`src/pteq_pkg.sv`:
```
`timescale 1ns / 1ps
// ----------------------------------------------------------------------------
// pteq_pkg: shared types and constants for the timer event queue
// Word layouts, table sizing, op codes, result codes and ALU modes.
// ----------------------------------------------------------------------------
package pteq_pkg;

  // Table sizing and time width
  localparam int MAX_EVENTS  = 16;
  localparam int MAX_RESULTS = 16;
  localparam int TIME_BITS   = 32;   // 16..32 significant time bits
  localparam int TIME_W      = 32;   // field width of all time values
  localparam int IDX_W       = $clog2(MAX_EVENTS);
  localparam int CNT_W       = $clog2(MAX_EVENTS + 1);
  localparam int FIRE_LIMIT  = (MAX_RESULTS < MAX_EVENTS) ? MAX_RESULTS : MAX_EVENTS;

  // Largest representable time; also the time mask
  localparam logic [TIME_W-1:0] TIME_LIMIT = {TIME_W{1'b1}} >> (TIME_W - TIME_BITS);

  // Input op codes
  localparam logic [1:0] OP_ABS    = 2'd0;  // absolute time, explicit interval
  localparam logic [1:0] OP_DELAY  = 2'd1;  // after delay, optional repeat
  localparam logic [1:0] OP_REPNOW = 2'd2;  // absolute, repeat = time until trigger
  localparam logic [1:0] OP_TICK   = 2'd3;

  // Result kinds
  localparam logic [1:0] RK_STATUS = 2'd0;
  localparam logic [1:0] RK_FIRED  = 2'd1;
  localparam logic [1:0] RK_NONE   = 2'd2;

  // Insert status
  localparam logic ST_OK   = 1'b0;
  localparam logic ST_FULL = 1'b1;

  // Shared ALU modes
  localparam logic ALU_ADD_SAT = 1'b0;
  localparam logic ALU_SUB     = 1'b1;

  typedef struct packed {
    logic [1:0]        op;
    logic [TIME_W-1:0] now_time;
    logic [TIME_W-1:0] time_value;
    logic signed [31:0] repeat_interval;
    logic              repeat_enable;
    logic              event_kind;
    logic [7:0]        event_id;
  } pteq_in_t;

  typedef struct packed {
    logic [1:0]        result_kind;
    logic              status;
    logic              fired_kind;
    logic [7:0]        fired_id;
    logic [TIME_W-1:0] fired_time;
    logic              last;
  } pteq_out_t;

  typedef struct packed {
    logic [TIME_W-1:0] trig;
    logic [TIME_W-1:0] intv;
    logic              kind;
    logic [7:0]        id;
  } pteq_entry_t;

  typedef struct packed {
    logic              mode;
    logic [TIME_W-1:0] a;
    logic [TIME_W-1:0] b;
  } pteq_alu_req_t;

  typedef struct packed {
    logic [TIME_W-1:0] res;  // saturated sum or difference
    logic              ge;   // a >= b (subtract mode)
    logic              gt;   // a >  b (subtract mode)
  } pteq_alu_rsp_t;

endpackage

```
`src/pteq_alu.sv`:
```
`timescale 1ns / 1ps
// ----------------------------------------------------------------------------
// pteq_alu: shared adder / comparator
// One 33-bit adder: saturating add of two times, or subtract with compare.
// ----------------------------------------------------------------------------
module pteq_alu import pteq_pkg::*; (
  input  pteq_alu_req_t req,
  output pteq_alu_rsp_t rsp
);

  logic [TIME_W-1:0] b_op;
  logic [TIME_W:0]   tot;
  logic              sat;

  // Subtract is a plus inverted b plus one
  assign b_op = (req.mode == ALU_SUB) ? ~req.b : req.b;
  assign tot  = {1'b0, req.a} + {1'b0, b_op} + {{TIME_W{1'b0}}, (req.mode == ALU_SUB)};

  // Clamp a sum beyond the largest time
  assign sat = (tot > {1'b0, TIME_LIMIT});

  always_comb begin
    rsp.ge = tot[TIME_W];
    rsp.gt = tot[TIME_W] && (tot[TIME_W-1:0] != '0);
    if (req.mode == ALU_ADD_SAT && sat) begin
      rsp.res = TIME_LIMIT;
    end else begin
      rsp.res = tot[TIME_W-1:0];
    end
  end

endmodule

```
`src/periodic_timer_event_queue.sv`:
```
`timescale 1ns / 1ps
// ----------------------------------------------------------------------------
// periodic_timer_event_queue: sorted timer event table with tick firing
// Inserts timed events in trigger order and fires the due ones on a tick.
// ----------------------------------------------------------------------------
// Usage:
//   A command word is taken when start is high and busy is low. Results come
//   back one per cycle, each marked by a one-cycle out_valid strobe; the
//   final result of a command has last set. The receiver cannot hold results.
//   Insert (ops 0..2): one status word, strobed after the insertion walk has
//   moved each later-triggering entry up one slot (0..15 of them). A full
//   table answers at once with a full status word, without going busy.
//   Tick: scans the table head one entry a cycle, then strobes one fired word
//   per due entry on back-to-back cycles, or one "none due" word. Afterwards,
//   while still busy, each fired entry is popped and, if repeating, its
//   trigger is advanced and it is sorted back in.
//   All adds and compares go through one shared adder, one per cycle; the
//   table walk is that adder plus one table read port.
//   Reset empties the table; entries are only read below the fill count.
// ----------------------------------------------------------------------------
module periodic_timer_event_queue import pteq_pkg::*; (
  input  logic      clk,
  input  logic      rst_n,
  input  logic      start,
  input  pteq_in_t  in_word,
  output logic      busy,
  output logic      out_valid,
  output pteq_out_t out_word
);

  // Sequencer states
  localparam logic [2:0] S_IDLE   = 3'd0;
  localparam logic [2:0] S_PREP   = 3'd1;  // compute trigger and interval
  localparam logic [2:0] S_INS    = 3'd2;  // insertion walk, one slot a cycle
  localparam logic [2:0] S_SCAN   = 3'd3;  // count due entries at head
  localparam logic [2:0] S_EMIT   = 3'd4;  // strobe fired words
  localparam logic [2:0] S_REMOVE = 3'd5;  // pop head entry
  localparam logic [2:0] S_READD  = 3'd6;  // advance repeating trigger

  logic [2:0]        state_r, state_nxt;
  logic [CNT_W-1:0]  idx_r, idx_nxt;     // insert position or scan index
  logic [CNT_W-1:0]  n_r, n_nxt;         // number of due entries
  logic [CNT_W-1:0]  lo_r, lo_nxt;       // fired entries still at table head
  logic [CNT_W-1:0]  cnt_r, cnt_nxt;     // fill count
  logic [1:0]        op_r, op_nxt;
  logic [TIME_W-1:0] now_r, now_nxt;
  logic [TIME_W-1:0] tv_r, tv_nxt;
  logic [TIME_W-1:0] tvraw_r, tvraw_nxt;
  logic [31:0]       rep_r, rep_nxt;
  logic              repen_r, repen_nxt;
  pteq_entry_t       hold_r, hold_nxt;
  logic              out_valid_r, out_valid_nxt;
  pteq_out_t         out_r, out_nxt;

  // Event table
  pteq_entry_t       ent_r [MAX_EVENTS];

  logic              do_shift, do_move, do_place;
  logic [CNT_W-1:0]  pos_m1;
  logic [IDX_W-1:0]  rd_addr;
  logic [IDX_W-1:0]  wr_addr;
  pteq_entry_t       rd_ent;
  pteq_alu_req_t     alu_req;
  pteq_alu_rsp_t     alu_rsp;

  assign busy      = (state_r != S_IDLE);
  assign out_valid = out_valid_r;
  assign out_word  = out_r;

  // Single table read port
  assign pos_m1  = idx_r - CNT_W'(1);
  assign rd_addr = (state_r == S_INS) ? pos_m1[IDX_W-1:0] : idx_r[IDX_W-1:0];
  assign wr_addr = idx_r[IDX_W-1:0];
  assign rd_ent  = ent_r[rd_addr];

  // Shared adder operand select
  always_comb begin
    alu_req = '0;
    case (state_r)
      S_PREP: begin
        if (op_r == OP_DELAY) begin
          alu_req.mode = ALU_ADD_SAT;
          alu_req.a    = now_r;
          alu_req.b    = tvraw_r;
        end else begin
          alu_req.mode = ALU_SUB;
          alu_req.a    = tv_r;
          alu_req.b    = now_r;
        end
      end
      S_INS: begin
        alu_req.mode = ALU_SUB;
        alu_req.a    = hold_r.trig;
        alu_req.b    = rd_ent.trig;
      end
      S_SCAN: begin
        alu_req.mode = ALU_SUB;
        alu_req.a    = now_r;
        alu_req.b    = rd_ent.trig;
      end
      S_READD: begin
        alu_req.mode = ALU_ADD_SAT;
        alu_req.a    = hold_r.trig;
        alu_req.b    = hold_r.intv;
      end
      default: begin
        alu_req.mode = ALU_SUB;
      end
    endcase
  end

  pteq_alu u_alu (
    .req (alu_req),
    .rsp (alu_rsp)
  );

  // Sequencer
  always_comb begin
    state_nxt     = state_r;
    idx_nxt       = idx_r;
    n_nxt         = n_r;
    lo_nxt        = lo_r;
    cnt_nxt       = cnt_r;
    op_nxt        = op_r;
    now_nxt       = now_r;
    tv_nxt        = tv_r;
    tvraw_nxt     = tvraw_r;
    rep_nxt       = rep_r;
    repen_nxt     = repen_r;
    hold_nxt      = hold_r;
    out_valid_nxt = 1'b0;
    out_nxt       = '0;
    do_shift      = 1'b0;
    do_move       = 1'b0;
    do_place      = 1'b0;

    case (state_r)
      S_IDLE: begin
        if (start) begin
          op_nxt        = in_word.op;
          now_nxt       = in_word.now_time & TIME_LIMIT;
          tv_nxt        = in_word.time_value & TIME_LIMIT;
          tvraw_nxt     = in_word.time_value;
          rep_nxt       = in_word.repeat_interval;
          repen_nxt     = in_word.repeat_enable;
          hold_nxt.kind = in_word.event_kind;
          hold_nxt.id   = in_word.event_id;
          if (in_word.op == OP_TICK) begin
            idx_nxt   = '0;
            state_nxt = S_SCAN;
          end else if (cnt_r == CNT_W'(MAX_EVENTS)) begin
            // table full: reject at once
            out_valid_nxt       = 1'b1;
            out_nxt.result_kind = RK_STATUS;
            out_nxt.status      = ST_FULL;
            out_nxt.last        = 1'b1;
          end else begin
            state_nxt = S_PREP;
          end
        end
      end

      S_PREP: begin
        case (op_r)
          OP_ABS: begin
            hold_nxt.trig = tv_r;
            hold_nxt.intv = rep_r[31] ? '0 : rep_r;
          end
          OP_DELAY: begin
            hold_nxt.trig = alu_rsp.res;
            hold_nxt.intv = repen_r ? tvraw_r : '0;
          end
          default: begin
            hold_nxt.trig = tv_r;
            hold_nxt.intv = (repen_r && alu_rsp.gt) ? alu_rsp.res : '0;
          end
        endcase
        idx_nxt   = cnt_r;
        lo_nxt    = '0;
        state_nxt = S_INS;
      end

      S_INS: begin
        // move a later entry up while it triggers after the new one
        if ((idx_r > lo_r) && !alu_rsp.ge) begin
          do_move = 1'b1;
          idx_nxt = pos_m1;
        end else begin
          do_place = 1'b1;
          cnt_nxt  = cnt_r + CNT_W'(1);
          if (op_r == OP_TICK) begin
            state_nxt = (lo_r == '0) ? S_IDLE : S_REMOVE;
          end else begin
            out_valid_nxt       = 1'b1;
            out_nxt.result_kind = RK_STATUS;
            out_nxt.status      = ST_OK;
            out_nxt.last        = 1'b1;
            state_nxt           = S_IDLE;
          end
        end
      end

      S_SCAN: begin
        if ((idx_r < cnt_r) && (idx_r < CNT_W'(FIRE_LIMIT)) && alu_rsp.ge) begin
          idx_nxt = idx_r + CNT_W'(1);
        end else if (idx_r == '0) begin
          out_valid_nxt       = 1'b1;
          out_nxt.result_kind = RK_NONE;
          out_nxt.last        = 1'b1;
          state_nxt           = S_IDLE;
        end else begin
          n_nxt     = idx_r;
          idx_nxt   = '0;
          state_nxt = S_EMIT;
        end
      end

      S_EMIT: begin
        out_valid_nxt       = 1'b1;
        out_nxt.result_kind = RK_FIRED;
        out_nxt.fired_kind  = rd_ent.kind;
        out_nxt.fired_id    = rd_ent.id;
        out_nxt.fired_time  = rd_ent.trig;
        out_nxt.last        = ((idx_r + CNT_W'(1)) == n_r);
        if (out_nxt.last) begin
          lo_nxt    = n_r;
          state_nxt = S_REMOVE;
        end else begin
          idx_nxt = idx_r + CNT_W'(1);
        end
      end

      S_REMOVE: begin
        // pop the head; repeating entries go back in behind the fired prefix
        hold_nxt = ent_r[0];
        do_shift = 1'b1;
        cnt_nxt  = cnt_r - CNT_W'(1);
        lo_nxt   = lo_r - CNT_W'(1);
        if (ent_r[0].intv != '0) begin
          state_nxt = S_READD;
        end else if (lo_r == CNT_W'(1)) begin
          state_nxt = S_IDLE;
        end
      end

      S_READD: begin
        hold_nxt.trig = alu_rsp.res;
        idx_nxt       = cnt_r;
        state_nxt     = S_INS;
      end

      default: begin
        state_nxt = S_IDLE;
      end
    endcase
  end

  // Control registers
  always_ff @(posedge clk) begin
    if (!rst_n) begin
      state_r     <= S_IDLE;
      cnt_r       <= '0;
      idx_r       <= '0;
      n_r         <= '0;
      lo_r        <= '0;
      out_valid_r <= 1'b0;
    end else begin
      state_r     <= state_nxt;
      cnt_r       <= cnt_nxt;
      idx_r       <= idx_nxt;
      n_r         <= n_nxt;
      lo_r        <= lo_nxt;
      out_valid_r <= out_valid_nxt;
    end
  end

  // Payload registers
  always_ff @(posedge clk) begin
    op_r    <= op_nxt;
    now_r   <= now_nxt;
    tv_r    <= tv_nxt;
    tvraw_r <= tvraw_nxt;
    rep_r   <= rep_nxt;
    repen_r <= repen_nxt;
    hold_r  <= hold_nxt;
    out_r   <= out_nxt;
  end

  // Table writes: head pop shifts every slot down, insertion writes one slot
  always_ff @(posedge clk) begin
    if (do_shift) begin
      for (int i = 0; i < MAX_EVENTS - 1; i++) begin
        ent_r[i] <= ent_r[i + 1];
      end
    end
    if (do_move) begin
      ent_r[wr_addr] <= rd_ent;
    end
    if (do_place) begin
      ent_r[wr_addr] <= hold_r;
    end
  end

  // Checks
  a_cnt_range: assert property (@(posedge clk) disable iff (!rst_n)
    cnt_r <= CNT_W'(MAX_EVENTS))
    else $error("fill count beyond table size");

  a_accept_busy: assert property (@(posedge clk) disable iff (!rst_n)
    (start && !busy) |=> (busy || (out_valid && out_word.status == ST_FULL)))
    else $error("accepted word neither started nor rejected");

  a_fire_from_emit: assert property (@(posedge clk) disable iff (!rst_n)
    (out_valid && out_word.result_kind == RK_FIRED) |-> $past(state_r == S_EMIT))
    else $error("fired word outside emit phase");

  a_ins_window: assert property (@(posedge clk) disable iff (!rst_n)
    (state_r == S_INS) |-> (idx_r >= lo_r && idx_r <= cnt_r && cnt_r < CNT_W'(MAX_EVENTS)))
    else $error("insertion walk out of range");

  a_status_idle: assert property (@(posedge clk) disable iff (!rst_n)
    (out_valid && out_word.result_kind == RK_STATUS) |-> !busy)
    else $error("insert status while still busy");

endmodule
```
`config.mk`:
```
export PLATFORM = sky130hd
export DESIGN_NAME = periodic_timer_event_queue
export DESIGN_NICKNAME = d
export VERILOG_FILES = /design/src/pteq_pkg.sv /design/src/pteq_alu.sv /design/src/periodic_timer_event_queue.sv
export SDC_FILE = /design/constraint.sdc
export NUM_CORES = 2
export LEC_CHECK = 0
export BUFFER_PORTS_ARGS = -buffer_cell sky130_fd_sc_hd__buf_2
export CAP_MARGIN = 20
export CORE_UTILIZATION = 63
export CTS_BUF_LIST = sky130_fd_sc_hd__clkbuf_4 sky130_fd_sc_hd__clkbuf_8 sky130_fd_sc_hd__clkbuf_16
export CTS_CLUSTER_DIAMETER = 60
export CTS_CLUSTER_SIZE = 14
export DETAILED_ROUTE_END_ITERATION = 6
export GPL_TIMING_DRIVEN = 0
export MAX_ROUTING_LAYER = met4
export PLACE_DENSITY = 0.8
export SLEW_MARGIN = 5
export SYNTH_ARGS = -nofsm -noshare
export SYNTH_HDL_FRONTEND = slang
export SYNTH_SLANG_ARGS = --single-unit
export TNS_END_PERCENT = 50
```
`constraint.sdc`:
```
create_clock -name clk -period 10.86 [get_ports clk]
set_input_delay 1.086 -clock clk [delete_from_list [all_inputs] [get_ports clk]]
set_output_delay 1.086 -clock clk [all_outputs]
set_load 0.02 [all_outputs]
```
======== Word-level counts from Yosys, hierarchy flattened ========
Memory sizes are Yosys's and may differ from the RTL's.
Index checks and enable logic that the tools add are counted.
operators by class
  add/sub/neg operators ................... 7
  $lt $le $gt $ge ......................... 4
  equality and inequality tests ........... 22
  multiplexer cells ....................... 65
  bitwise gates (word level) .............. 7
  reduce and logical (&&, ||, !) cells .... 30
operator list
  kind                  number
  $pmux 64 s4           1
  $mux 73               2
  $mux 32               4
  $pmux 64 s2           1
  $pmux 32 s3           1
  $reduce_or 73->1      1
  $mux 65               1
  $pmux 32 s2           1
  $reduce_bool 32->1    2
  $mux 5                8
  $add 32x32->33        1
  $add 33x1->33         1
  $gt 33x32->1 const B  1
  $mux 3                11
  $not 32->32           1
  $mux 31               1
  $pmux 5 s5            1
  $mux 1                20
  $pmux 3 s6            1
  $pmux 9 s2            1
  $pmux 5 s3            1
  $sub 5x1->5 const B   3
  $ne 2x2->1 const B    6
  $reduce_and 6->1      2
  other kinds (35)      62
word-level totals
  flip-flop bits (word level) ............. 241
  memory bits (writable) .................. 1168
  input bits .............................. 111
  output and inout port bits .............. 47
  logic and storage cells ................. 157
  memories ................................ 1
memory list
  memory  words  width  read ports  clocked after Yosys merged registers in  write ports  RTL line                          text
  ent_r   16     73     17          0                                        15           periodic_timer_event_queue.sv:56  pteq_entry_t ent_r [MAX_EVENTS];

======== Depth between registers and ports, before layout ========
An unclocked memory read counts as a cell.
  depth in word-level cells ............... 17
  gate-level depth with buffers ........... 31

======== Modules after synthesis ========
A second synthesis with hierarchy kept.
unflattened totals
  cell total of the unflattened synthesis .. 7357
  area total of the unflattened synthesis .. 77237.8 um^2
by module, submodules not included
  module                      times used  cells an instance  area an instance (um^2)  seq. area each (um^2)
  periodic_timer_event_queue  1           6945               74425.1                  41619.9
  pteq_alu                    1           412                2812.7                   0.0

======== Worst setup path after synthesis ========
OpenSTA, ideal clock, no wires.
  path type ............................... reg2reg
  start ................................... register state_r[1]
  end ..................................... memory ent_r[0][23] (netlist name), data pin
  setup time .............................. 0.267 ns
  arrival ................................. 7.572 ns
  path slack .............................. 3.021 ns
  cell stages (with the launch flop) ...... 30
  path buffers ............................ 11
  cells stage by stage .................... dfxtp_1 -> or3b_1 -> buf_2 -> inv_1 -> ha_1 -> clkbuf_1 -> clkbuf_1 -> buf_2 -> clkbuf_1 -> buf_1 -> clkbuf_1 -> mux4_2 -> mux4_2 -> a221oi_1 -> xnor2_1 -> ha_1 -> clkbuf_1 -> a21o_1 -> a21oi_1 -> a21oi_1 -> o2111ai_1 -> a31oi_1 -> o211ai_1 -> nand2_1 -> o21ai_1 -> clkbuf_1 -> buf_2 -> mux2i_1 -> clkbuf_1 -> o21ai_0
RTL lines
  element                 RTL line                           text
  from (decl)             periodic_timer_event_queue.sv:40   logic [2:0] state_r, state_nxt;
  from (signal assigned)  periodic_timer_event_queue.sv:268  state_r <= state_nxt;
  to (decl)               periodic_timer_event_queue.sv:56

==> results.md <==
- The number of cells produced by synthesis is 5,960.
- From synthesis to final layout, the design area changed by 11.2%.
- The total wire length after detailed routing is 267 mm.
- The final critical delay including setup and external delays is 10,750 ps.
- The run finished, with violations left.
- Headroom to the max-slew limit came out at 0.171.
- The effective utilization at floorplan is 0.636.
- The async set or reset register ratio after synthesis is 0.
- The most used flip-flop cell after synthesis is edfxtp_1.
- The count of buffering cells on the critical path with inverters included is 10.
- Grouping stages by cell kind, the critical path spends the most delay in buffers and inverters.
- The final route contains 57,100 vias.
- The achievable frequency is ~93 MHz.
- The delay of the slowest critical-path stage is about 650 ps.
- STA puts the critical path data required time at 11,350 ps.
- Clock-pin slew was measured on the worst setup and hold paths at 70 ps.
- Across the VDD grid, the largest voltage drop is 269 uV.
- The unique cell type count in the Yosys netlist is 77.
- The finished layout holds 7,871 standard cells, fillers aside.
- In this run the deepest clock path goes through 3 buffers.
- The hold buffer count at CTS is 0.
- The top cell type by total area after synthesis is edfxtp_1.
- The wire length per cell is 33.9 microns.
- Measured along the y axis, the die boundary spans 336 microns.
- The synthesized netlist occupies a cell area of 70,400 sq um.
- By startpoint and endpoint, the worst setup path is classified as flip-flop to flip-flop.
- Before antenna repair, the detailed router went through 7 iterations.
- The clock arrives with 52.2 ps of skew.
- The synthesized design contains 1,409 register bits.
- Counting every net in the synthesized netlist gives just over 6,000.
- The tool flagged a number of max-cap violations equal to 0.
- The detailed router finished its first iteration with 10,100 violations.
- STA puts the critical path data arrival time at 11,240 ps.
- The tree is rooted in a clkbuf_16.
- The area share of the leading cell type in the synthesized netlist is 0.572.
- The count of standard-cell rows is around 120.
- The sequential share of the synthesized area is 0.592.
- The average footprint of a synthesized cell is 11.8 sq um.
- Using the TritonRoute via totals, the vias-per-cell ratio works out to 7.25.
- The global-route wire length before repair is 374 mm.
- The count of final max-slew check failures is 0.
- The final hold violation count came to 0.
- Counting every sink on the clock net gives 1,409.
- The classification of the worst-slack hold path is input pin to flip-flop.
- The cell with the most instances after synthesis is nand2_1.
- The via count of the first global-routing pass is 55,500.
- The analysis attributes to cell leakage a power of ~0.029 uW.
- In this run the remaining antenna-violating nets after routing total 0.
- The total global-route track usage is 0.484.
- The worst setup path is launched from a flip-flop.
- The critical-path cell with the highest stage delay is mux4_2.
- The estimated wirelength of the detail-placed design is 197 mm.
- The port buffer count is 157.
- The initial antenna violation count is 18.
- Setup repair after global routing left no endpoint under its margin.
- In the post-synthesis netlist, the biggest area contributors are edfxtp_1, mux4_2, o21ai_0, nand2_1, clkbuf_1.
- The TritonCTS clock tree is done.
- The count of yosys warnings during synthesis is 0.
- Of the cells placed in the final design, the portion with a size suffix greater than 1 is 0.141.
- The congestion estimate from routability-driven global placement came to 1.08.
- The final reports fail on DRC.
- Setup violations remaining at the end of the flow were counted as 0.
- Along the worst path, the maximum fanout reaches 10.
- The core outline area is 111,000 sq um.
- After detailed placement, the design holds a cell count of 7,654.
- For this design the top-level I/O count stands at roughly 160.
- The commonest cells after synthesis are nand2_1, edfxtp_1, o21ai_0.
- The number of synthesized flops with an enable pin is 1,340.
- The die area is 113,000 sq um.
- In the final design database the tool counted between 6,000 and 7,000 nets.
- The power density over the cells is between 300 and 400 nW/um^2.
- The worst-margin pin slew is 1240 ps.
- The total grt overflow is 0.
- The H-tree was split into 3 levels.
- The die is 336 microns wide.
- The worst setup path is captured at a flip-flop.
- The later pin in the worst-skew pair is clocked with a latency of 780 ps.
- Clock tree synthesis inserted a total of 121 buffers.
- The largest net degree at the start of global routing is 52.
- Total power for the finished layout comes to 27,600 uW.
- The number of remaining DRC errors is 37.
- The post-route clock period utilization is 0.990.
[logic make-up (layout without fill, tap and decap cells)]
family | after synthesis | after routing | synth area share
simple gates | 1729 | 1729 | 0.101
mux | 437 | 437 | 0.126
compound gates | 1632 | 1632 | 0.128
fa+ha+maj | 54 | 54 | 0.00982
flops | 1409 | 1409 | 0.592
other cells | 0 | 24 | 0
buf+inv | 632 | 1031 | 0.0342
xor+xnor | 67 | 67 | 0.00834
[layout by cell type (no fill, tap or decap), types with 13 or more instances in the layout]
| cell | instances |
|---|---|
| nand3_1 | 24 |
| clkbuf_4 | 37 |
| mux2i_2 | 45 |
| a31oi_1 | 15 |
| a211oi_1 | 16 |
| a21oi_1 | 109 |
| o21ai_0 | 1194 |
| edfxtp_1 | 1340 |
| clkbuf_2 | 29 |
| nand2_4 | 15 |
| a21o_1 | 16 |
| buf_8 | 25 |
| buf_1 | 17 |
| diode_2 | 24 |
| nand2_1 | 1358 |
| xnor2_1 | 54 |
| nor4_1 | 15 |
| and2_1 | 49 |
| o211ai_1 | 20 |
| nor2_1 | 101 |
| o21ai_1 | 34 |
| inv_1 | 111 |
| a221oi_1 | 67 |
| mux2i_1 | 29 |
| mux4_2 | 360 |
| o2111ai_1 | 18 |
| clkbuf_16 | 125 |
| nand4_1 | 20 |
| clkbuf_1 | 448 |
| ha_1 | 52 |
| a22oi_1 | 72 |
| buf_2 | 168 |
| buf_16 | 14 |
| nor3_1 | 47 |
| nor3b_1 | 18 |
| or3_1 | 13 |
| dfxtp_1 | 69 |
[final cells by class]
cell class                 instances  area, sq um
sequential                      1409        41600
antenna                           24         60.1
tap                             1488         1860
fill                            7574        32400
clock buffer                     159         3400
buffer                           518         2050
timing repair buffer             215         1810
clock inverter                    27          310
inverter                         112          420
multi-input combinational       3919        26700
[where the power goes]
part | switching [uW] | internal, uW | total, uW
clock | 2090 | 2240 | 4330
sequential | 700 | 6770 | 7470
combinational | 10700 | 5040 | 15800
total | 13500 | 14000 | 27600
[metrics by stage]
step | setup slack [ps] | util | setup TNS, ps | hold WS [ps] | area [sq um]
after floorplan | 3020 | - | 0 | 462 | 70400
after global placement | -3190 | 0.660 | -2791010 | 488 | 73000
after detailed placement | -2800 | 0.669 | -2475200 | 488 | 74100
after CTS | 155 | 0.704 | 0 | 493 | 77900
after global routing | 44.3 | 0.707 | 0 | 498 | 78200
final | 105 | 0.707 | 0 | 503 | 78300
[state kept, by name, summed over array words and instances (netlist names)]
name	count
cnt_r	5
ent_r	1168
hold_r	73
idx_r	5
lo_r	5
n_r	5
now_r	32
op_r	2
out_valid	1
out_word	45
rep_r	32
repen_r	1
state_r	3
tvraw_r	32
[worst paths after layout]
| kind | start | endpoint | slack [ps] | cells past startpoint |
|---|---|---|---|---|
| setup / recovery | idx_r[1]$_SDFFE_PN0P_ | ent_r[8][50]$_DFFE_PP_ | 110 | 27 |
| hold / removal | in_word[16] | rep_r[6]$_DFFE_PP_ | 500 | 1 |
| setup reg to reg | idx_r[1]$_SDFFE_PN0P_ | ent_r[8][50]$_DFFE_PP_ | 110 | 27 |
| hold reg to reg | n_r[1]$_SDFFE_PN0P_ | n_r[1]$_SDFFE_PN0P_ | 510 | 2 |
[metal layers]
metal | part of all wire | global-route usage | up-vias
met5 | 0 | - | -
met4 | 0.084 | 0.328 | 0
met3 | 0.17 | 0.194 | 1444
met2 | 0.44 | 0.707 | 5560
met1 | 0.30 | 0.548 | 27200
li1 | - | - | 22900
[repair_timing]
item                        CTS  global route
gates resized for setup      41            69
cloned                        0             0
pin swaps                     1             1
buffers inserted              2             1
setup endpoints to repair  1247           996
Power figures use the tool's default switching activity.
